$ cat src/rtl/sto_pkg.sv
package sto_pkg;

    // geometry
    localparam int QUEUE_DEPTH = 16;
    localparam int WORD_W      = 32;
    localparam int DRAW_W      = 10;

    // configuration register indexes
    localparam int CFG_IDX_W = 1;
    localparam logic [CFG_IDX_W-1:0] CFG_MIN_PARK = 1'd0;
    localparam logic [CFG_IDX_W-1:0] CFG_MAX_PARK = 1'd1;
    localparam logic [WORD_W-1:0] MIN_PARK_RESET = 32'd100;
    localparam logic [WORD_W-1:0] MAX_PARK_RESET = 32'd1000;

    // duration scaling: draw is in thousandths
    localparam logic [DRAW_W-1:0] DRAW_FULL = 10'd1000;
    localparam int PROD_W = 43;          // signed (33 bit diff) * (11 bit draw)
    localparam int MAG_W  = PROD_W - 1;  // magnitude of the product
    localparam int REM_W  = 10;          // remainder below 1000
    localparam int DIV_STEPS  = 6;       // quotient bits per cycle
    localparam int DIV_CYCLES = MAG_W / DIV_STEPS;

    // per cell contents
    typedef struct packed {
        logic              valid;
        logic [WORD_W-1:0] tag;
        logic [WORD_W-1:0] remaining;
        logic [WORD_W-1:0] duration;
    } cell_t;

    // command broadcast to every cell
    typedef enum logic [1:0] {
        OP_NOP,
        OP_LOWER,
        OP_INSERT,
        OP_POP
    } cell_op_t;

    typedef struct packed {
        cell_op_t          op;
        logic [WORD_W-1:0] value;
        logic [WORD_W-1:0] tag;
    } cell_cmd_t;

    // controller states
    typedef enum logic [2:0] {
        ST_IDLE,
        ST_MUL,
        ST_ABS,
        ST_DIV,
        ST_ADD,
        ST_INS,
        ST_POP,
        ST_DONE
    } state_t;

endpackage

$ cat src/rtl/sto_divider.sv
module sto_divider (
    input  logic                        clk,
    input  logic                        rst_n,
    input  logic                        start,
    input  logic [sto_pkg::MAG_W-1:0]   dividend,
    output logic                        done,
    output logic [sto_pkg::MAG_W-1:0]   quotient
);

    localparam int CNT_W = $clog2(sto_pkg::DIV_CYCLES);
    localparam logic [sto_pkg::REM_W:0] DIVISOR = (sto_pkg::REM_W + 1)'(sto_pkg::DRAW_FULL);
    localparam logic [CNT_W-1:0] LAST_CNT = CNT_W'(sto_pkg::DIV_CYCLES - 1);

    logic [sto_pkg::MAG_W-1:0] num_reg;
    logic [sto_pkg::MAG_W-1:0] num_next;
    logic [sto_pkg::REM_W-1:0] rem_reg;
    logic [sto_pkg::REM_W-1:0] rem_next;
    logic [CNT_W-1:0]          cnt_reg;
    logic                      busy_reg;
    logic                      done_reg;

    assign done     = done_reg;
    assign quotient = num_reg;

    // several restoring steps by the constant divisor per cycle
    always_comb
    begin
        logic [sto_pkg::REM_W:0] trial;
        num_next = num_reg;
        rem_next = rem_reg;
        for (int k = 0; k < sto_pkg::DIV_STEPS; k++)
        begin
            trial    = {rem_next, num_next[sto_pkg::MAG_W-1]};
            num_next = {num_next[sto_pkg::MAG_W-2:0], 1'b0};
            if (trial >= DIVISOR)
            begin
                rem_next    = sto_pkg::REM_W'(trial - DIVISOR);
                num_next[0] = 1'b1;
            end
            else
            begin
                rem_next = trial[sto_pkg::REM_W-1:0];
            end
        end
    end

    // step control
    always_ff @(posedge clk or negedge rst_n)
    begin
        if (!rst_n)
        begin
            busy_reg <= 1'b0;
            done_reg <= 1'b0;
            cnt_reg  <= '0;
        end
        else
        begin
            done_reg <= 1'b0;
            if (start)
            begin
                busy_reg <= 1'b1;
                cnt_reg  <= '0;
            end
            else if (busy_reg)
            begin
                cnt_reg <= cnt_reg + 1'b1;
                if (cnt_reg == LAST_CNT)
                begin
                    busy_reg <= 1'b0;
                    done_reg <= 1'b1;
                end
            end
        end
    end

    // dividend shifts out as quotient shifts in
    always_ff @(posedge clk)
    begin
        if (start)
        begin
            num_reg <= dividend;
            rem_reg <= '0;
        end
        else if (busy_reg)
        begin
            num_reg <= num_next;
            rem_reg <= rem_next;
        end
    end

endmodule

$ cat config.mk
export PLATFORM = sky130hd
export DESIGN_NAME = sto_divider
export DESIGN_NICKNAME = d
export VERILOG_FILES = /design/src/rtl/sto_pkg.sv /design/src/rtl/sto_divider.sv
export SDC_FILE = /design/constraint.sdc
export NUM_CORES = 1
export LEC_CHECK = 0
export ABC_CLOCK_PERIOD_IN_PS = 7600
export BUFFER_PORTS_ARGS = -buffer_cell sky130_fd_sc_hd__buf_2
export CAP_MARGIN = 20
export CORE_MARGIN = 10
export CORE_UTILIZATION = 35
export DETAILED_ROUTE_END_ITERATION = 10
export PLACE_DENSITY = 0.59
export SYNTH_ARGS = -nofsm -noshare
export SYNTH_HDL_FRONTEND = slang
export SYNTH_SLANG_ARGS = --single-unit
$ cat constraint.sdc
create_clock -name clk -period 7.6 [get_ports clk]
set_input_delay 1.14 -clock clk [delete_from_list [all_inputs] [get_ports clk]]
set_output_delay 1.14 -clock clk [all_outputs]
set_load 0.01 [all_outputs]
Yosys cells after proc, flatten, opt, wreduce, memory -nomap -nowiden:

Cells that the tools add are included.

* register bits: 57
* bits in latches: 0
* RAM bits: 0
* ROM bits: 0
* input port bits: 45
* output and inout bits: 43
* memories kept: 0

* $add $sub $neg: 7
* $mul: 0
* div/mod/pow operators: 0
* magnitude comparators: 6
* equal/unequal tests: 1
* shift operators: 0
* mux-type cells: 22
* bitwise logic cells: 0
* reduce and logical (&&, ||, !) cells: 1

Operators with widths (count)
* $mux 42: 2
* $ge 11x10->1 const B: 6
* $mux 10: 6
* $sub 10x10->10 const B: 6
* $mux 1: 12
* $mux 3: 2
* $add 3x1->3 const B: 1
* $eq 3x3->1 const B: 1
* $reduce_bool 2->1: 1

Depth between registers and ports, before layout:

* depth in word-level cells: 14
* mapped depth: 27
* depth with buffers taken out: 23

Worst setup path after synthesis:

No wires, ideal clock.

* path type: reg-to-reg
* start: register rem_reg[2] (netlist bit)
* end: register rem_reg[6] (netlist bit)
* setup time: 116 ps
* arrival time: 5659 ps
* required time: 7484 ps
* path slack: 1824 ps
* stages on the path, launching flop included: 27
* cell sequence: dfxtp_1 > clkbuf_1 > inv_1 > ha_1 > clkbuf_1 > nand3b_1 > nor2_1 > mux2i_1 > clkbuf_1 > o2111ai_1 > o211a_2 > a211o_1 > nand2_1 > xnor2_1 > ha_1 > inv_1 > o211ai_1 > o21ai_1 > nor2_4 > o211a_1 > o22ai_2 > mux2_2 > or3_4 > o2111ai_2 > nand2_2 > a2bb2o_4 > a41o_1

* word-level cells in the longest chain between the ends: 12
* elaborated cells between the ends (all ways): 18
* classes of those cells: 6 x add/sub; 6 x order compare; 6 x mux

RTL lines
* start: declaration: line sto_divider.sv:16 `logic [sto_pkg::REM_W-1:0] rem_reg;`
* start signal: assignment: line sto_divider.sv:87 `rem_reg <= rem_next;`
* $sub 10x10->10 or $ge 11x10->1 (tied branches): line sto_divider.sv:37, sto_divider.sv:35
* $mux 10 *: line sto_divider.sv:35 `if (trial >= DIVISOR)`
* $sub 10x10->10 or $ge 11x10->1 (tied branches): line sto_divider.sv:37, sto_divider.sv:35
* $mux 10 *: line sto_divider.sv:35
* $sub 10x10->10 or $ge 11x10->1 (tied branches): line sto_divider.sv:37, sto_divider.sv:35
* $mux 10 *: line sto_divider.sv:35
* $sub 10x10->10 or $ge 11x10->1 (tied branches): line sto_divider.sv:37, sto_divider.sv:35
* $mux 10 *: line sto_divider.sv:35
* $ge 11x10->1 or $sub 10x10->10 (tied branches): line sto_divider.sv:35, sto_divider.sv:37
* $mux 10 *: line sto_divider.sv:35
* $sub 10x10->10 or $ge 11x10->1 (tied branches): line sto_divider.sv:37, sto_divider.sv:35
* $mux 10 *: line sto_divider.sv:35

Every way passes the cells marked *; elsewhere a longest branch is shown, timed or not.
A chain may end at the register's enable or synchronous reset.

Worst setup path after layout:

* start: register rem_reg[2] (netlist bit)
* end: register rem_reg[5] (netlist bit)

Same word-level chain as after synthesis.

==> summary.md <==
| Metric | Value |
|---|---|
| Detailed Route WL | `11.9 mm` |
| Final worst clock skew | `5.54 ps` |
| Fraction of layout cells with a size suffix above 1 | `0.375` |
| Die extent in x | `132 um` |
| Hold buffer count at CTS | `0` |
| Top achievable clock speed | `0.152 GHz` |
| Number of enable-type register cells in the synthesized netlist | `42` |
| Leading post-synthesis cells by cell area | `sky130_fd_sc_hd__edfxtp_1, sky130_fd_sc_hd__mux2_2, sky130_fd_sc_hd__dfxtp_1` |
| Final total negative setup slack | `0 ps` |
| Hold Violations, Final | `0` |
| Setup violators final | `0` |
| Cell-by-cell trace of the critical path | `inv_1 -> ha_1 -> and4b_1 -> a2111oi_4 -> nor2_2 -> or3_1 -> o21a_2 -> nor2_1 -> nand2_1 -> xnor2_1 -> ha_1 -> inv_1 -> o211ai_1 -> o21ai_1 -> nor2_4 -> o211a_1 -> o22ai_2 -> xor2_2 -> mux2i_2 -> o211ai_1 -> a21oi_1 -> mux2i_1 -> o311ai_1` |
| Headroom to the max-slew limit | `0.480` |
| Result of the run | `finished, final reports clean` |
| Type of destination of the critical path | `flop` |
| Placement-stage worst setup slack | `1160 ps` |
| Reg-to-reg setup timing slack | `1030 ps` |
| Cell count along the critical path | `23` |
| Count of routing violations after the opening detailed-route iteration | `309` |
| Pin slew with the least headroom to its limit | `769 ps` |
| Cells after Synth | `438` |
| Critical path endpoint | `rem_reg[5]$_SDFFE_PP0P_` |
| Cell family contributing the most delay on the critical path | `compound AO/OA/AOI/OAI gates` |
| RR Endpoint | `rem_reg[5]$_SDFFE_PP0P_` |
| Data arrival at the endpoint of the critical path | `6750 ps` |
| Static Leak | `2.02 nW` |
| WL per Instance | `17.2 um` |
| Overall die height | `132 um` |
| Remaining antenna violation count after routing | `0` |
| Maximum number of pins on one net before global-route repair | `57` |
| CP Launch Point | `rem_reg[2]$_SDFFE_PP0P_` |
| Setup repair after global routing missed its margin | `false` |
| Initial antenna violation count | `1` |
| Final min period | `6570 ps` |
| Number of flip-flops and latches in the synthesized netlist | `57` |
| Clock slew at reported path FFs | `60 ps` |
| First-pass GRT wire length | `19.8 mm` |
| Sequential element share of the synthesized area | `0.358` |
| Number of buffers added by the clock tree synthesis step | `9` |
| GPL Wtd Cong | `0.937` |
| Slowest stage cell, crit path | `sky130_fd_sc_hd__dfxtp_1` |
| Proportion of synthesized flip-flops having asynchronous set or reset | `0.0877` |
| Detailed-route DRC error count | `0` |
| Clock Latency Late Sink | `320 ps` |
| Beginning of the worst register-to-register path | `rem_reg[2]$_SDFFE_PP0P_` |
| CP Max Fanout | `15` |
| Post-route setup slack | `1030 ps` |
| Routed vias/inst | `5.41` |
| Count of buffer and inverter cells on the critical path | `2` |
| Post-CTS setup buffer count | `0` |
| Biggest area consumer among synthesized cells | `sky130_fd_sc_hd__edfxtp_1` |
| Post-synth cell types | `93` |
| Synthesis-to-finish area growth | `19.1%` |
| Setup Crit Path Kind | `flop to flop` |
| Global route overflow | `0` |
| Max VDD drop | `0.187 mV` |
| Quantity of gates resized following cts | `0` |
| Clock sink count | `57` |
| Clk Tree Root Cell | `sky130_fd_sc_hd__clkbuf_16` |
| Initial Utilization | `0.354` |
| Max-cap viol count | `0` |
| Number of H-tree levels | `3` |
| Final-report max-slew violation count | `0` |
| Final std cell area, no fill | `5280 um2` |
| Netlist area before placement | `4430 um2` |
| Top cell type's share of synthesized area | `0.285` |
| Vias | `3741` |
| Layout Nets | `562` |
| Area of the die | `17600 um2` |
| Post-Place Cell Area | `4970 um2` |
| Power Dens Cells | `368 nW/um2` |
| Syn nets | `487` |
| Top_reg_cell synth | `sky130_fd_sc_hd__edfxtp_1` |
| Worst min-delay path category | `flop to flop` |
| Required time of the critical path | `7780 ps` |
| Number of buffer cells added on primary ports | `87` |
| Final cycle utilization of the critical path | `0.864` |
| Vias in the first global route | `3844` |
| Clock tree from TritonCTS | `yes` |
| Placeable core region | `12500 um2` |
| Half-perimeter wire length after placement | `9.16 mm` |
| Minimum hold slack | `538 ps` |
| Number of flip-flops in the largest register | `42` |
| Pre-antenna DRT Iters | `4` |
| Worst R2R Path Depth | `23` |
| Boundary pin count | `88` |
| Buffers from clock root to sink, at most | `2` |
| Tot GR Track Use | `0.134` |
| Cell Rows | `41` |
| Delay of the slowest critical-path stage | `450 ps` |
| Avg Inst Size Synth | `10.1 um2` |
| Number of warning messages in the yosys log | `0` |
| CP startpoint kind | `flop` |
-- layout by cell type (no fill, tap or decap), types with 10 or more instances in the layout --
| cell type | n |
|---|---|
| sky130_fd_sc_hd__o211ai_1 | 14 |
| sky130_fd_sc_hd__edfxtp_1 | 42 |
| sky130_fd_sc_hd__mux2_2 | 44 |
| sky130_fd_sc_hd__mux2i_1 | 11 |
| sky130_fd_sc_hd__nand2_1 | 22 |
| sky130_fd_sc_hd__nor2_1 | 31 |
| sky130_fd_sc_hd__xnor2_1 | 10 |
| sky130_fd_sc_hd__inv_1 | 18 |
| sky130_fd_sc_hd__nand3_1 | 11 |
| sky130_fd_sc_hd__buf_2 | 87 |
| sky130_fd_sc_hd__o21ai_0 | 21 |
| sky130_fd_sc_hd__dfxtp_1 | 10 |
-- cells in the mapped netlist, types with 4 or more instances --
library cell	count
sky130_fd_sc_hd__mux2_2	44
sky130_fd_sc_hd__edfxtp_1	42
sky130_fd_sc_hd__nor2_1	31
sky130_fd_sc_hd__nand2_1	22
sky130_fd_sc_hd__o21ai_0	21
sky130_fd_sc_hd__inv_1	18
sky130_fd_sc_hd__o211ai_1	14
sky130_fd_sc_hd__clkbuf_1	13
sky130_fd_sc_hd__mux2i_1	11
sky130_fd_sc_hd__nand3_1	11
sky130_fd_sc_hd__dfxtp_1	10
sky130_fd_sc_hd__xnor2_1	10
sky130_fd_sc_hd__nor3_1	9
sky130_fd_sc_hd__a21oi_1	8
sky130_fd_sc_hd__a211oi_1	7
sky130_fd_sc_hd__nand4_1	7
sky130_fd_sc_hd__a31oi_1	6
sky130_fd_sc_hd__dfrtp_1	5
sky130_fd_sc_hd__nand2b_1	5
sky130_fd_sc_hd__o21a_1	5
sky130_fd_sc_hd__a21o_1	4
sky130_fd_sc_hd__buf_2	4
sky130_fd_sc_hd__buf_4	4
sky130_fd_sc_hd__ha_1	4
sky130_fd_sc_hd__nor2b_1	4
sky130_fd_sc_hd__o21ai_1	4
sky130_fd_sc_hd__o221ai_1	4
sky130_fd_sc_hd__o22ai_1	4
sky130_fd_sc_hd__o31ai_1	4
-- where the power goes --
group          switching (mW)  leakage (nW)  internal [mW]  total, mW
Clock                   0.147         0.138          0.255      0.403
Combinational           0.617          1.28          0.434       1.05
Sequential             0.0832         0.594          0.406      0.489
-- layer usage --
metal	track usage	part of all wire
met1	0.164	0.44
met2	0.216	0.47
met3	0.0496	0.082
met4	0.0379	0.013
met5	0	0
-- stage by stage --
stage	total power, mW	std cells	utilization
6_report	1.94	691	0.422
2_1_floorplan	1.30	438	-
5_1_grt	2.09	690	0.421
3_3_place_gp	1.52	674	0.397
4_1_cts	1.95	690	0.421
3_5_place_dp	1.53	674	0.397
-- worst register-to-register path, delay by kind of cell, from the launching register on --
kind            cells  cell delay, ps
simple gates        6            1700
compound gates      9            2020
xor+xnor            2             740
buf+inv             2             260
flops               1             450
fa+ha+maj           2             580
mux                 2             680
-- cell type report --
cell class                      count  area (um2)
Timing Repair Buffer               90         458
Tap cell                          172         215
Antenna cell                        1        2.50
Sequential cell                    57        1590
Multi-Input combinational cell    337        2640
Clock inverter                      7        78.8
Fill cell                        1241        7240
Inverter                           18        67.6
Clock buffer                        9         225
-- worst min path at each step --
stage | startpoint | end | slack, ps | cells after the start
after floorplan | quotient[37]$_DFFE_PP_ | rem_reg[1]$_SDFFE_PP0P_ | 480 | 2
after global placement | quotient[36]$_DFFE_PP_ | rem_reg[0]$_SDFFE_PP0P_ | 520 | 2
after detailed placement | quotient[36]$_DFFE_PP_ | rem_reg[0]$_SDFFE_PP0P_ | 530 | 2
after CTS | quotient[37]$_DFFE_PP_ | rem_reg[1]$_SDFFE_PP0P_ | 550 | 2
after global routing | quotient[37]$_DFFE_PP_ | rem_reg[1]$_SDFFE_PP0P_ | 580 | 2
final | quotient[36]$_DFFE_PP_ | rem_reg[0]$_SDFFE_PP0P_ | 540 | 2
-- cell families after synthesis --
| kind of cell | Yosys count | synth area share |
|---|---|---|
| DFF | 57 | 0.358 |
| adders and majority gates | 5 | 0.0136 |
| and+or+nand+nor | 133 | 0.177 |
| AOI/OAI and AO/OA | 128 | 0.234 |
| buffers and inverters | 44 | 0.0452 |
| muxes | 57 | 0.143 |
| xor gates and xnor gates | 14 | 0.0294 |
Power figures use the tool's default switching activity.
