==> src/rtl/sto_pkg.sv <==
package sto_pkg;

    // geometry
    localparam int QUEUE_DEPTH = 16;
    localparam int WORD_W      = 32;
    localparam int DRAW_W      = 10;

    // configuration register indexes
    localparam int CFG_IDX_W = 1;
    localparam logic [CFG_IDX_W-1:0] CFG_MIN_PARK = 1'd0;
    localparam logic [CFG_IDX_W-1:0] CFG_MAX_PARK = 1'd1;
    localparam logic [WORD_W-1:0] MIN_PARK_RESET = 32'd100;
    localparam logic [WORD_W-1:0] MAX_PARK_RESET = 32'd1000;

    // duration scaling: draw is in thousandths
    localparam logic [DRAW_W-1:0] DRAW_FULL = 10'd1000;
    localparam int PROD_W = 43;          // signed (33 bit diff) * (11 bit draw)
    localparam int MAG_W  = PROD_W - 1;  // magnitude of the product
    localparam int REM_W  = 10;          // remainder below 1000
    localparam int DIV_STEPS  = 6;       // quotient bits per cycle
    localparam int DIV_CYCLES = MAG_W / DIV_STEPS;

    // per cell contents
    typedef struct packed {
        logic              valid;
        logic [WORD_W-1:0] tag;
        logic [WORD_W-1:0] remaining;
        logic [WORD_W-1:0] duration;
    } cell_t;

    // command broadcast to every cell
    typedef enum logic [1:0] {
        OP_NOP,
        OP_LOWER,
        OP_INSERT,
        OP_POP
    } cell_op_t;

    typedef struct packed {
        cell_op_t          op;
        logic [WORD_W-1:0] value;
        logic [WORD_W-1:0] tag;
    } cell_cmd_t;

    // controller states
    typedef enum logic [2:0] {
        ST_IDLE,
        ST_MUL,
        ST_ABS,
        ST_DIV,
        ST_ADD,
        ST_INS,
        ST_POP,
        ST_DONE
    } state_t;

endpackage

==> src/rtl/sto_cell.sv <==
module sto_cell (
    input  logic                clk,
    input  logic                rst_n,
    input  sto_pkg::cell_cmd_t  cmd,
    input  sto_pkg::cell_t      prev,
    input  logic                prev_lt,
    input  sto_pkg::cell_t      next,
    output sto_pkg::cell_t      cur,
    output logic                lt
);

    sto_pkg::cell_t cell_reg;
    sto_pkg::cell_t cell_next;
    logic [sto_pkg::WORD_W-1:0] lowered;
    logic [sto_pkg::WORD_W-1:0] next_lowered;

    assign cur = cell_reg;

    // this entry stays ahead of a new arrival with the broadcast duration
    assign lt = cell_reg.valid && (cell_reg.remaining < cmd.value);

    // saturating subtract for own and neighbor's remaining time
    assign lowered      = (cell_reg.remaining > cmd.value) ?
                          cell_reg.remaining - cmd.value : '0;
    assign next_lowered = (next.remaining > cmd.value) ?
                          next.remaining - cmd.value : '0;

    // next cell contents
    always_comb
    begin
        cell_next = cell_reg;
        unique case (cmd.op)
            sto_pkg::OP_NOP:
            begin
                cell_next = cell_reg;
            end
            sto_pkg::OP_LOWER:
            begin
                cell_next.remaining = lowered;
            end
            sto_pkg::OP_INSERT:
            begin
                if (lt)
                begin
                    cell_next = cell_reg;
                end
                else if (prev_lt)
                begin
                    cell_next.valid     = 1'b1;
                    cell_next.tag       = cmd.tag;
                    cell_next.remaining = cmd.value;
                    cell_next.duration  = cmd.value;
                end
                else
                begin
                    cell_next = prev;
                end
            end
            sto_pkg::OP_POP:
            begin
                cell_next           = next;
                cell_next.remaining = next_lowered;
            end
            default:
            begin
                cell_next = cell_reg;
            end
        endcase
    end

    // cell register
    always_ff @(posedge clk or negedge rst_n)
    begin
        if (!rst_n)
        begin
            cell_reg <= '0;
        end
        else
        begin
            cell_reg <= cell_next;
        end
    end

endmodule

==> config.mk <==
export PLATFORM = sky130hd
export DESIGN_NAME = sto_cell
export DESIGN_NICKNAME = d
export VERILOG_FILES = /design/src/rtl/sto_pkg.sv /design/src/rtl/sto_cell.sv
export SDC_FILE = /design/constraint.sdc
export NUM_CORES = 1
export LEC_CHECK = 0
export ABC_CLOCK_PERIOD_IN_PS = 9000
export BUFFER_PORTS_ARGS = -buffer_cell sky130_fd_sc_hd__buf_4
export CORE_MARGIN = 2
export CORE_UTILIZATION = 40
export DETAILED_ROUTE_END_ITERATION = 8
export PLACE_DENSITY = 0.68
export SYNTH_ARGS = -nofsm -noshare
export SYNTH_HDL_FRONTEND = slang
export SYNTH_SLANG_ARGS = --single-unit
==> constraint.sdc <==
create_clock -name clk -period 9 [get_ports clk]
set_clock_uncertainty 0.2 [all_clocks]
set_input_delay 1.8 -clock clk [delete_from_list [all_inputs] [get_ports clk]]
set_output_delay 1.8 -clock clk [all_outputs]
set_load 0.01 [all_outputs]
* After elaboration in Yosys (flattened, before gate mapping)
Index checks and enable logic that the tools add are counted.
W data, S select, Z words.
** Word-level totals
- Register bits :: 97
- Input bits :: 263
- Output and inout port bits :: 98
** Operators by class
- Add/subtract/negate cells :: 2
- Magnitude comparators :: 3
- Equal/unequal tests :: 4
- Mux-type cells :: 7
- Bitwise operators :: 1
- Reduce and logical (&&, ||, !) cells :: 5
** Operators by type and width (count)
- $mux W97 :: 2
- $pmux W32 S3 :: 1
- $pmux W33 S2 :: 1
- $gt A32 B32 Y1 :: 2
- $mux W32 :: 2
- $pmux W32 S2 :: 1
- $sub A32 B32 Y32 :: 2
- $lt A32 B32 Y1 :: 1
- $eq A2 B2 Y1 const B :: 2
- $reduce_and A2 Y1 :: 2
- $eq A2 B1 Y1 const B :: 1
- $logic_not A2 Y1 :: 1
- $ne A2 B2 Y1 const B :: 1
- $reduce_bool A2 Y1 :: 1
- $logic_and A1 B1 Y1 :: 1
- $not A1 Y1 :: 1

* Depth between registers and ports, before layout
Gate-level depths: netlist (run 1).
- Depth in word-level cells :: 4
- Gate-level depth with buffers :: 15
- Gate-level depth less buffers :: 12

* Least setup slack after synthesis (run 1)
Ideal clock, no wire load.
- Path kind :: input-to-output
- Start :: input cmd[32] (netlist bit)
- End :: output lt
- Data arrival time :: 3379 ps
- Data required time :: 7000 ps
- Path slack :: 3621 ps
- Stages :: 9
- Buffers on the path :: 0
- Cells stage by stage :: ha_1 -> fa_1 -> nand2b_1 -> a211oi_2 -> o21bai_1 -> a21boi_2 -> o21ai_1 -> nand3_1 -> inv_1
** On the way
- Cells in the longest elaborated chain, start to end :: 2
** Ends and longest elaborated chain
- from (decl) :: line sto_cell.sv:4 : input sto_pkg::cell_cmd_t cmd,
- $lt A32 B32 Y1 :: line sto_cell.sv:20 : assign lt = cell_reg.valid && (cell_reg.remaining < cmd.value);
- $logic_and A1 B1 Y1 :: line sto_cell.sv:20
- to (decl) :: line sto_cell.sv:9 : output logic lt
No other way between the ends.

* Worst setup path after layout (run 1)
Same ends and word-level chain as after synthesis.

==> impl_metrics.env, run 1 <==
export IMPL_result_of_the_run="complete, no violations"
export IMPL_power_mw=2.71
export IMPL_area_fraction_in_and_or_nand_and_nor_cells_after_synthesis_pct=15.9
export IMPL_postSynthRegisterBits=97
export IMPL_endpoint_kind="output pin"
export IMPL_placed_cells_incl_taps=1755
export IMPL_drc_errors=0
export IMPL_synth_seq_area_share_pct=26.4
export IMPL_p_per_area_nw_per_um2=220
export IMPL_coreArea_um2=22600
export IMPL_netlist_cell_type_count=66
export IMPL_tritoncts="done"
export IMPL_netlist_instances=1173
export IMPL_floorplan_initialDensity_pct=40.7
export IMPL_critPathMaxFanout=4
export IMPL_detail_route_antenna_nets=0
export IMPL_synth_cell_area_um2=9200
export IMPL_async_reset_ff_share_pct=100
export IMPL_grt_pass1_wl_mm=55.9
export IMPL_holdCritPathClass="reg -> reg"
export IMPL_die_area_um2=24200
export IMPL_design_portCount=361
export IMPL_timing_fmax_mhz=167
export IMPL_cts_root_buffer_cell="sky130_fd_sc_hd__clkbuf_16"
export IMPL_power_share_sequential_pct=25.7
export IMPL_worstRegToRegCells=13
export IMPL_drt_wl_total_mm=37.1
export IMPL_critical_path_arrival_ns=3.98
export IMPL_worstReg2RegStart="cur[32]"
export IMPL_synthDominantAreaCellType="sky130_fd_sc_hd__dfrtp_1"
export IMPL_area_growth_syn_to_layout_pct=33.8
export IMPL_routed_via_density=5.69
export IMPL_port_bufs=360
export IMPL_drt_pass1_iterations=5
export IMPL_cts_repair_timing_setup_buffer_count=0
export IMPL_timing_max_transition_violations_final=0
export IMPL_cp_top_family="compound AO/OA/AOI/OAI gates"
export IMPL_final_setup_tns_ns=0
export IMPL_relative_contribution_of_the_clock_network_to_total_power_pct=15.3
export IMPL_cellLeakagePower_nw=6.14
export IMPL_critical_path_most_common_cell="sky130_fd_sc_hd__buf_4"
export IMPL_combPwrFrac_pct=59.0
export IMPL_die_width_um=156
export IMPL_synth_compound_area_share_pct=27.1
export IMPL_groute_usage_overall_pct=29.7
export IMPL_drt_iter0_markers=772
export IMPL_crit_required_ns=7.00
export IMPL_worst_ir_drop_vdd_mv=0.114
export IMPL_worst_path_buf_inv=3
export IMPL_detailroute_via_count=10100
export IMPL_grt_antenna_before_repair=2
export IMPL_synth_enable_flop_cells=0
export IMPL_yosys_area_share_adder_pct=9.14
export IMPL_latest_clock_arrival_within_the_worst_skew_pair_ns=0.36
export IMPL_layout_net_count=1810
export IMPL_layoutNonFillerInstCount=1772
export IMPL_yosys_warnings=0
export IMPL_final_setup_viol_count=0
export IMPL_post_drt_wl_per_cell_um=20.9
export IMPL_synth_top_area_share_pct=26.4
export IMPL_worst_setup_path_start_kind="input port"
export IMPL_hold_worst_slack_ns=0.282
export IMPL_worst_setup_path_type="in -> out"
export IMPL_final_critical_path_setup_slack_ns=3.02
export IMPL_synth_area_mux_share_pct=11.2
export IMPL_cts_htree_levels=3
export IMPL_synth_top_family_by_area="compound AO/OA/AOI/OAI gates"
export IMPL_layout_cells_most_common_list="sky130_fd_sc_hd__buf_4 (366), sky130_fd_sc_hd__nand2_1 (176), sky130_fd_sc_hd__o21ai_0 (174)"
export IMPL_power_net_switching_mw=1.22
export IMPL_power_report_internal_total_mw=1.49
export IMPL_largest_reg_flops=97
export IMPL_rsz_0062_raised_after_global_routing="no"
export IMPL_finalInstanceArea_um2=12300
export IMPL_mostFrequentLayoutCell="sky130_fd_sc_hd__buf_4"
export IMPL_finalHoldViolCount=0
export IMPL_worst_slew_pin_slew_ns=1.10
export IMPL_syn_num_nets=1502
export IMPL_per_instance_average_area_after_synthesis_um2=7.84
export IMPL_largest_stage_delay_on_the_critical_path_ns=0.39
export IMPL_dpl_instance_area_um2=12000
export IMPL_cts_made_buffers=9
export IMPL_total_congestion_overflow=0
export IMPL_synth_xor_area_share_pct=4.67
export IMPL_max_clock_buf_depth=2
export IMPL_dpl_worst_slack_ns=3.03
export IMPL_final_layout_size_suffix_gt1_share_pct=28.1
export IMPL_place_congestion=0.970
export IMPL_maxCapViolCount=0
export IMPL_timing_final_crit_share_pct=66.4
export IMPL_ys_flop_type="sky130_fd_sc_hd__dfrtp_1"
export IMPL_worst_setup_path_endpoint="lt"
export IMPL_holdBufCountCts=0
export IMPL_post_synth_main_area_contributors="sky130_fd_sc_hd__dfrtp_1 (26%), sky130_fd_sc_hd__o21ai_0 (9.5%), sky130_fd_sc_hd__mux2i_1 (9.1%)"
export IMPL_finalCoreUtilization_pct=54.5
export IMPL_cp_cell_sequence="buf_4 -> ha_1 -> fa_1 -> nand2b_1 -> a211oi_2 -> o21bai_1 -> a21boi_2 -> o21ai_1 -> nand3_1 -> inv_1 -> buf_4"
export IMPL_regToRegSetupSlack_ns=4.88
export IMPL_timing_slew_headroom_pct=26.4
export IMPL_post_route_min_period_ns=5.98
export IMPL_grt_pass1_vias=9740
export IMPL_postCtsResizedCells=0
export IMPL_die_height_um=156
export IMPL_path_clk_slew_ns=0.07
export IMPL_hpwl_mm=29.4
export IMPL_crit_cells=11
export IMPL_grt_start_max_net_pins=129
export IMPL_rows=55
export IMPL_timing_rr_end="cur[60]"
export IMPL_cts_sink_count=97
export IMPL_crit_slowest_cell="sky130_fd_sc_hd__fa_1"
export IMPL_switching_share_pct=45.0
export IMPL_crit_path_start="cmd[32]"
worst min-delay path by stage:
stage | startpoint | end | cells after the start
6_report | cur[86] | cur[86] | 2
5_1_grt | cur[86] | cur[86] | 2
4_1_cts | cur[86] | cur[86] | 2
3_5_place_dp | cur[86] | cur[86] | 2
3_3_place_gp | cur[66] | cur[66] | 2
2_1_floorplan | cur[82] | cur[82] | 2
kinds of logic (layout without fill, tap and decap cells):
family          count (synthesis)  in the layout
compound gates                404            404
xor+xnor                       49             49
fa+ha+maj                      66             66
buf+inv                       118            431
flops                          97             97
mux                           101            101
other cells                     0              1
simple gates                  338            338
area by class of cell:
class | count | area, um^2
diodes | 1 | 2.50
clock buffers | 10 | 239
clock inverters | 6 | 57.6
fillers | 2191 | 10300
inverters | 49 | 184
multi-input cells | 958 | 6290
flip-flops and latches | 97 | 2430
well taps | 285 | 357
repair buffers | 366 | 2750
power groups by stage:
stage               Sequential (mW)  Combinational [mW]  Clock (mW)
global route                  0.713                1.74       0.437
floorplan                     0.745               0.918           0
detailed placement            0.702                1.58           0
finish                        0.697                1.60       0.414
global placement              0.699                1.56           0
CTS                           0.694                1.59       0.419
cell usage after synthesis (all sizes together) (14+ instances only):
| cell | count |
|---|---|
| o21ai | 180 |
| nand2 | 177 |
| a21oi | 99 |
| dfrtp | 97 |
| mux2i | 84 |
| nor2 | 77 |
| ha | 64 |
| inv | 49 |
| clkbuf | 37 |
| buf | 32 |
| xnor2 | 26 |
| a21o | 25 |
| xor2 | 23 |
| mux2 | 17 |
| nand3 | 17 |
| a31oi | 16 |
| a222oi | 15 |
| nand2b | 15 |
| nand4 | 14 |
worst register-to-register path, cell delays in order (launching register included):
cell	delay (ns)
sky130_fd_sc_hd__dfrtp_1	0.39
sky130_fd_sc_hd__inv_1	0.06
sky130_fd_sc_hd__ha_1	0.21
sky130_fd_sc_hd__fa_1	0.39
sky130_fd_sc_hd__nand2b_1	0.22
sky130_fd_sc_hd__a211oi_2	0.27
sky130_fd_sc_hd__o21bai_1	0.13
sky130_fd_sc_hd__a21boi_2	0.20
sky130_fd_sc_hd__o21ai_0	0.16
sky130_fd_sc_hd__a31oi_4	0.74
sky130_fd_sc_hd__buf_4	0.48
sky130_fd_sc_hd__o21ai_0	0.25
sky130_fd_sc_hd__a21oi_1	0.23
sky130_fd_sc_hd__a21oi_1	0.09
per-layer routing:
| metal | routed length [um] | global-route usage (%) | share of wire (%) |
|---|---|---|---|
| met1 | 16200 | 39.4 | 44 |
| met2 | 17600 | 49.5 | 47 |
| met4 | 1090 | 10.2 | 2.9 |
| met3 | 2180 | 4.36 | 5.9 |
| met5 | 10 | 0 | 0.027 |
Note: power is estimated with default switching activity, not from simulation.
==> run 2, diff against run 1 <==
--- a/config.mk
+++ b/config.mk
@@ -5,12 +5,12 @@
 export SDC_FILE = /design/constraint.sdc
 export NUM_CORES = 1
 export LEC_CHECK = 0
-export ABC_CLOCK_PERIOD_IN_PS = 9000
+export ABC_CLOCK_PERIOD_IN_PS = 5300
 export BUFFER_PORTS_ARGS = -buffer_cell sky130_fd_sc_hd__buf_4
 export CORE_MARGIN = 2
 export CORE_UTILIZATION = 40
 export DETAILED_ROUTE_END_ITERATION = 8
-export PLACE_DENSITY = 0.68
+export PLACE_DENSITY = 0.7
 export SYNTH_ARGS = -nofsm -noshare
 export SYNTH_HDL_FRONTEND = slang
 export SYNTH_SLANG_ARGS = --single-unit
==> constraint.sdc (replaced) <==
create_clock -name clk -period 5.3 [get_ports clk]
set_clock_uncertainty 0.2 [all_clocks]
set_input_delay 1.06 -clock clk [delete_from_list [all_inputs] [get_ports clk]]
set_output_delay 1.06 -clock clk [all_outputs]
set_load 0.01 [all_outputs]
==> impl_metrics.env, run 2 (synthesized netlist as in run 1, its figures left out) <==
export IMPL_maxCapViolCount=0
export IMPL_cts_sink_count=97
export IMPL_cts_repair_timing_setup_buffer_count=0
export IMPL_cts_made_buffers=9
export IMPL_rsz_0062_raised_after_global_routing="no"
export IMPL_worst_ir_drop_vdd_mv=0.179
export IMPL_layout_net_count=1816
export IMPL_path_clk_slew_ns=0.07
export IMPL_grt_start_max_net_pins=129
export IMPL_largest_reg_flops=97
export IMPL_worstRegToRegCells=11
export IMPL_worst_slew_pin_slew_ns=1.12
export IMPL_critPathMaxFanout=4
export IMPL_drt_iter0_markers=782
export IMPL_grt_pass1_wl_mm=55.1
export IMPL_cts_root_buffer_cell="sky130_fd_sc_hd__clkbuf_16"
export IMPL_detail_route_antenna_nets=0
export IMPL_port_bufs=360
export IMPL_result_of_the_run="complete, no violations"
export IMPL_multiInputGateArea_um2=6280
export IMPL_hpwl_mm=29.3
export IMPL_routed_via_density=5.72
export IMPL_die_area_um2=24200
export IMPL_groute_usage_overall_pct=29.3
export IMPL_hold_worst_slack_ns=0.279
export IMPL_cp_cell_sequence="buf_4 -> ha_1 -> fa_1 -> nand2b_1 -> a211oi_2 -> o21bai_1 -> a21boi_2 -> o21ai_1 -> nand3_1 -> inv_1 -> buf_4"
export IMPL_drt_wl_total_mm=36.7
export IMPL_postCtsResizedCells=0
export IMPL_grt_pass1_vias=9717
export IMPL_tritoncts="done"
export IMPL_die_height_um=156
export IMPL_critical_path_most_common_cell="sky130_fd_sc_hd__buf_4"
export IMPL_layout_cells_most_common_list="sky130_fd_sc_hd__buf_4 (370), sky130_fd_sc_hd__nand2_1 (176), sky130_fd_sc_hd__o21ai_0 (174)"
export IMPL_drc_errors=0
export IMPL_post_route_min_period_ns=4.57
export IMPL_register_area_um2=2430
export IMPL_crit_slowest_cell="sky130_fd_sc_hd__fa_1"
export IMPL_timing_final_crit_share_pct=86.3
export IMPL_place_congestion=0.921
export IMPL_area_growth_syn_to_layout_pct=34.3
export IMPL_die_width_um=156
export IMPL_final_critical_path_setup_slack_ns=0.728
export IMPL_dpl_worst_slack_ns=0.759
export IMPL_drt_pass1_iterations=5
export IMPL_finalHoldViolCount=0
export IMPL_detailroute_via_count=10200
export IMPL_post_drt_wl_per_cell_um=20.7
export IMPL_latest_clock_arrival_within_the_worst_skew_pair_ns=0.36
export IMPL_mostFrequentLayoutCell="sky130_fd_sc_hd__buf_4"
export IMPL_cellLeakagePower_nw=6.16
export IMPL_endpoint_kind="output pin"
export IMPL_holdCritPathClass="reg -> reg"
export IMPL_cp_top_family="compound AO/OA/AOI/OAI gates"
export IMPL_nFillCells=2209
export IMPL_p_per_area_nw_per_um2=370
export IMPL_whs_path_depth=2
export IMPL_coreArea_um2=22600
export IMPL_largest_stage_delay_on_the_critical_path_ns=0.39
export IMPL_cts_htree_levels=3
export IMPL_final_setup_tns_ns=0
export IMPL_total_congestion_overflow=0
export IMPL_timing_max_transition_violations_final=0
export IMPL_worst_setup_path_start_kind="input port"
export IMPL_timing_fmax_mhz=219
export IMPL_grt_antenna_before_repair=2
export IMPL_final_setup_viol_count=0
export IMPL_worst_setup_path_type="in -> out"
export IMPL_crit_cells=11
export IMPL_timing_slew_headroom_pct=25.2
export IMPL_worst_path_buf_inv=3
export IMPL_max_clock_buf_depth=2
export IMPL_design_portCount=361
export IMPL_floorplan_initialDensity_pct=40.7
export IMPL_crit_required_ns=4.04
export IMPL_holdBufCountCts=0
export IMPL_layoutNonFillerInstCount=1779
export IMPL_placed_cells_incl_taps=1761
export IMPL_rows=55
export IMPL_final_layout_size_suffix_gt1_share_pct=28.3
export IMPL_critical_path_arrival_ns=3.31
run 2: worst reg2reg max path: stages, from the launching register on:
cell	delay [ns]
sky130_fd_sc_hd__dfrtp_1	0.38
sky130_fd_sc_hd__inv_1	0.05
sky130_fd_sc_hd__ha_1	0.20
sky130_fd_sc_hd__fa_1	0.39
sky130_fd_sc_hd__nand2b_1	0.21
sky130_fd_sc_hd__a211oi_2	0.32
sky130_fd_sc_hd__o21bai_1	0.16
sky130_fd_sc_hd__a21boi_2	0.23
sky130_fd_sc_hd__o21ai_0	0.18
sky130_fd_sc_hd__a31oi_4	0.51
sky130_fd_sc_hd__buf_12	0.29
sky130_fd_sc_hd__mux2_2	0.39
run 2: where the power goes:
| part | switching [mW] | total, mW | internal [mW] |
|---|---|---|---|
| sequential | 0.197 | 1.18 | 0.985 |
| clock | 0.336 | 0.662 | 0.326 |
| combinational | 1.51 | 2.72 | 1.22 |
run 2: path summary, 6_finish.rpt:
check                              from  endpoint  slack, ns
worst min-delay path            cur[30]   cur[30]       0.28
worst min register to register  cur[30]   cur[30]       0.28
worst max register to register  cur[32]   cur[33]       1.67
max in group asynchronous         rst_n   cur[51]       3.27
worst max-delay path            cmd[32]        lt       0.73
min in group asynchronous         rst_n   cur[41]       0.61
run 2: stage by stage:
step                total power, mW  instance area, um^2  util, %
global route                   4.89                12400     54.7
detailed placement             3.88                12100     53.4
global placement               3.86                12100     53.4
floorplan                      2.82                 9200        -
finish                         4.57                12400     54.7
CTS                            4.55                12300     54.7
run 2: per-layer routing:
metal,track usage [%],vias up,share of wire (%)
li1,-,4870,-
met1,38.2,4794,42
met2,49.1,435,48
met3,4.64,79,7.1
met4,10.8,0,3.5
met5,0,-,0
run 2: layout make-up:
cell class	instances	area share [%]
Antenna cell	2	0.0405
Sequential cell	97	19.7
Clock buffer	10	1.85
Timing Repair Buffer	372	22.8
Inverter	49	1.49
Clock inverter	6	0.425
Tap cell	285	2.89
Multi-Input combinational cell	958	50.8
==> run 3, diff against run 2 <==
--- a/config.mk
+++ b/config.mk
@@ -10,6 +10,7 @@
 export CORE_MARGIN = 2
 export CORE_UTILIZATION = 40
 export DETAILED_ROUTE_END_ITERATION = 8
+export MAX_ROUTING_LAYER = met4
 export PLACE_DENSITY = 0.7
 export SYNTH_ARGS = -nofsm -noshare
 export SYNTH_HDL_FRONTEND = slang
==> impl_metrics.env, run 3 (synthesized netlist as in run 1, its figures left out) <==
export IMPL_result_of_the_run="complete, no violations"
export IMPL_endpoint_kind="output pin"
export IMPL_switching_share_pct=44.5
export IMPL_cp_cell_sequence="buf_4 -> ha_1 -> fa_1 -> nand2b_1 -> a211oi_2 -> o21bai_1 -> a21boi_2 -> o21ai_1 -> nand3_1 -> inv_1 -> buf_4"
export IMPL_timing_fmax_mhz=223
export IMPL_drt_iter0_markers=756
export IMPL_drt_wl_total_mm=36.4
export IMPL_coreArea_um2=22600
export IMPL_total_congestion_overflow=0
export IMPL_grt_start_max_net_pins=129
export IMPL_layout_cells_most_common_list="sky130_fd_sc_hd__buf_4 (372), sky130_fd_sc_hd__nand2_1 (176), sky130_fd_sc_hd__o21ai_0 (174)"
export IMPL_holdBufCountCts=0
export IMPL_mostFrequentLayoutCell="sky130_fd_sc_hd__buf_4"
export IMPL_relative_contribution_of_the_clock_network_to_total_power_pct=15.1
export IMPL_critical_path_most_common_cell="sky130_fd_sc_hd__buf_4"
export IMPL_detailroute_via_count=10000
export IMPL_drc_errors=0
export IMPL_post_drt_wl_per_cell_um=20.4
export IMPL_cts_root_buffer_cell="sky130_fd_sc_hd__clkbuf_16"
export IMPL_die_area_um2=24200
export IMPL_final_setup_viol_count=0
export IMPL_area_growth_syn_to_layout_pct=34.5
export IMPL_worst_slew_pin_slew_ns=1.14
export IMPL_post_route_min_period_ns=4.49
export IMPL_port_bufs=360
export IMPL_max_clock_buf_depth=2
export IMPL_crit_slowest_cell="sky130_fd_sc_hd__fa_1"
export IMPL_worst_setup_path_type="in -> out"
export IMPL_critPathMaxFanout=4
export IMPL_rsz_0062_raised_after_global_routing="no"
export IMPL_maxCapViolCount=0
export IMPL_largest_reg_flops=97
export IMPL_crit_required_ns=4.04
export IMPL_die_width_um=156
export IMPL_design_portCount=361
export IMPL_path_clk_slew_ns=0.08
export IMPL_cts_htree_levels=3
export IMPL_groute_usage_overall_pct=30.0
export IMPL_final_layout_size_suffix_gt1_share_pct=28.4
export IMPL_holdCritPathClass="reg -> reg"
export IMPL_largest_stage_delay_on_the_critical_path_ns=0.38
export IMPL_cts_repair_timing_setup_buffer_count=0
export IMPL_combPwrFrac_pct=59.1
export IMPL_hpwl_mm=29.1
export IMPL_register_area_um2=2430
export IMPL_cts_made_buffers=9
export IMPL_cellLeakagePower_nw=6.17
export IMPL_die_height_um=156
export IMPL_tritoncts="done"
export IMPL_layout_net_count=1817
export IMPL_rows=55
export IMPL_detail_route_antenna_nets=0
export IMPL_grt_antenna_before_repair=3
export IMPL_hold_worst_slack_ns=0.282
export IMPL_drt_pass1_iterations=6
export IMPL_worst_setup_path_start_kind="input port"
export IMPL_final_setup_tns_ns=0
export IMPL_routed_via_density=5.64
export IMPL_floorplan_initialDensity_pct=40.7
export IMPL_timing_slew_headroom_pct=23.8
export IMPL_place_congestion=0.966
export IMPL_timing_max_transition_violations_final=0
export IMPL_critical_path_arrival_ns=3.23
export IMPL_nFillCells=2195
export IMPL_latest_clock_arrival_within_the_worst_skew_pair_ns=0.36
export IMPL_multiInputGateArea_um2=6280
export IMPL_cts_sink_count=97
export IMPL_grt_pass1_vias=9582
export IMPL_p_per_area_nw_per_um2=370
export IMPL_power_share_sequential_pct=25.8
export IMPL_postCtsResizedCells=0
export IMPL_timing_final_crit_share_pct=84.7
export IMPL_grt_pass1_wl_mm=54.7
export IMPL_power_net_switching_mw=2.03
export IMPL_finalHoldViolCount=0
export IMPL_worst_ir_drop_vdd_mv=0.253
export IMPL_power_report_internal_total_mw=2.54
[run 3: cell types whose count changed in the layout (fill, tap and decap cells not counted)]
| cell | delta |
|---|---|
| sky130_fd_sc_hd__buf_4 | +2 |
| sky130_fd_sc_hd__clkinvlp_4 | -2 |
| sky130_fd_sc_hd__inv_6 | +2 |
| sky130_fd_sc_hd__buf_12 | -1 |
| sky130_fd_sc_hd__clkbuf_1 | -1 |
| sky130_fd_sc_hd__clkbuf_8 | +1 |
| sky130_fd_sc_hd__clkinv_8 | +1 |
| sky130_fd_sc_hd__diode_2 | +1 |
| sky130_fd_sc_hd__inv_8 | -1 |
[run 3: per-stage QoR]
stage	worst slack (ns)	power (mW)	area, um^2	util (%)	std cells
floorplan	1.40	2.82	9200	-	1173
global placement	0.880	3.84	12100	53.4	1762
detailed placement	0.841	3.86	12100	53.4	1762
CTS	0.833	4.58	12400	54.8	1778
global route	0.640	4.91	12400	54.8	1781
finish	0.811	4.57	12400	54.8	1781
[run 3: power by group through the flow]
stage	combinational, mW	sequential (mW)	clock (mW)
4_1_cts	2.69	1.18	0.710
3_3_place_gp	2.65	1.19	0
2_1_floorplan	1.56	1.27	0
3_5_place_dp	2.67	1.19	0
5_1_grt	2.96	1.21	0.735
6_report	2.70	1.18	0.692
[run 3: worst paths after layout]
check                         from  endpoint  slack (ns)  cells after the start
setup / recovery           cmd[32]        lt        0.81                     11
hold / removal             cur[86]   cur[86]        0.28                      2
setup reg to reg           cur[32]   cur[32]        1.76                     11
hold reg to reg            cur[86]   cur[86]        0.28                      2
max in group asynchronous    rst_n   cur[89]        3.27                      2
min in group asynchronous    rst_n   cur[41]        0.63                      1
[run 3: metal layers]
| metal | vias up | track usage, % | wire length [um] |
|---|---|---|---|
| met3 | 59 | 3.92 | 2100 |
| li1 | 4869 | - | - |
| met1 | 4705 | 38.9 | 15800 |
| met5 | - | - | 0 |
| met2 | 408 | 48.2 | 17300 |
| met4 | 0 | 11.0 | 1150 |
[run 3: worst max-delay path, delay by kind of cell]
kind                       cells  cell delay, ns
adders and majority gates      2            0.60
buffers and inverters          3            0.39
AOI/OAI and AO/OA              4            0.73
and+or+nand+nor                2            0.44
[run 3: layout make-up]
class | count | area share, %
Clock inverter | 6 | 0.486
Multi-Input combinational cell | 958 | 50.8
Antenna cell | 3 | 0.0607
Tap cell | 285 | 2.88
Inverter | 49 | 1.49
Timing Repair Buffer | 373 | 22.7
Sequential cell | 97 | 19.6
Clock buffer | 10 | 1.93
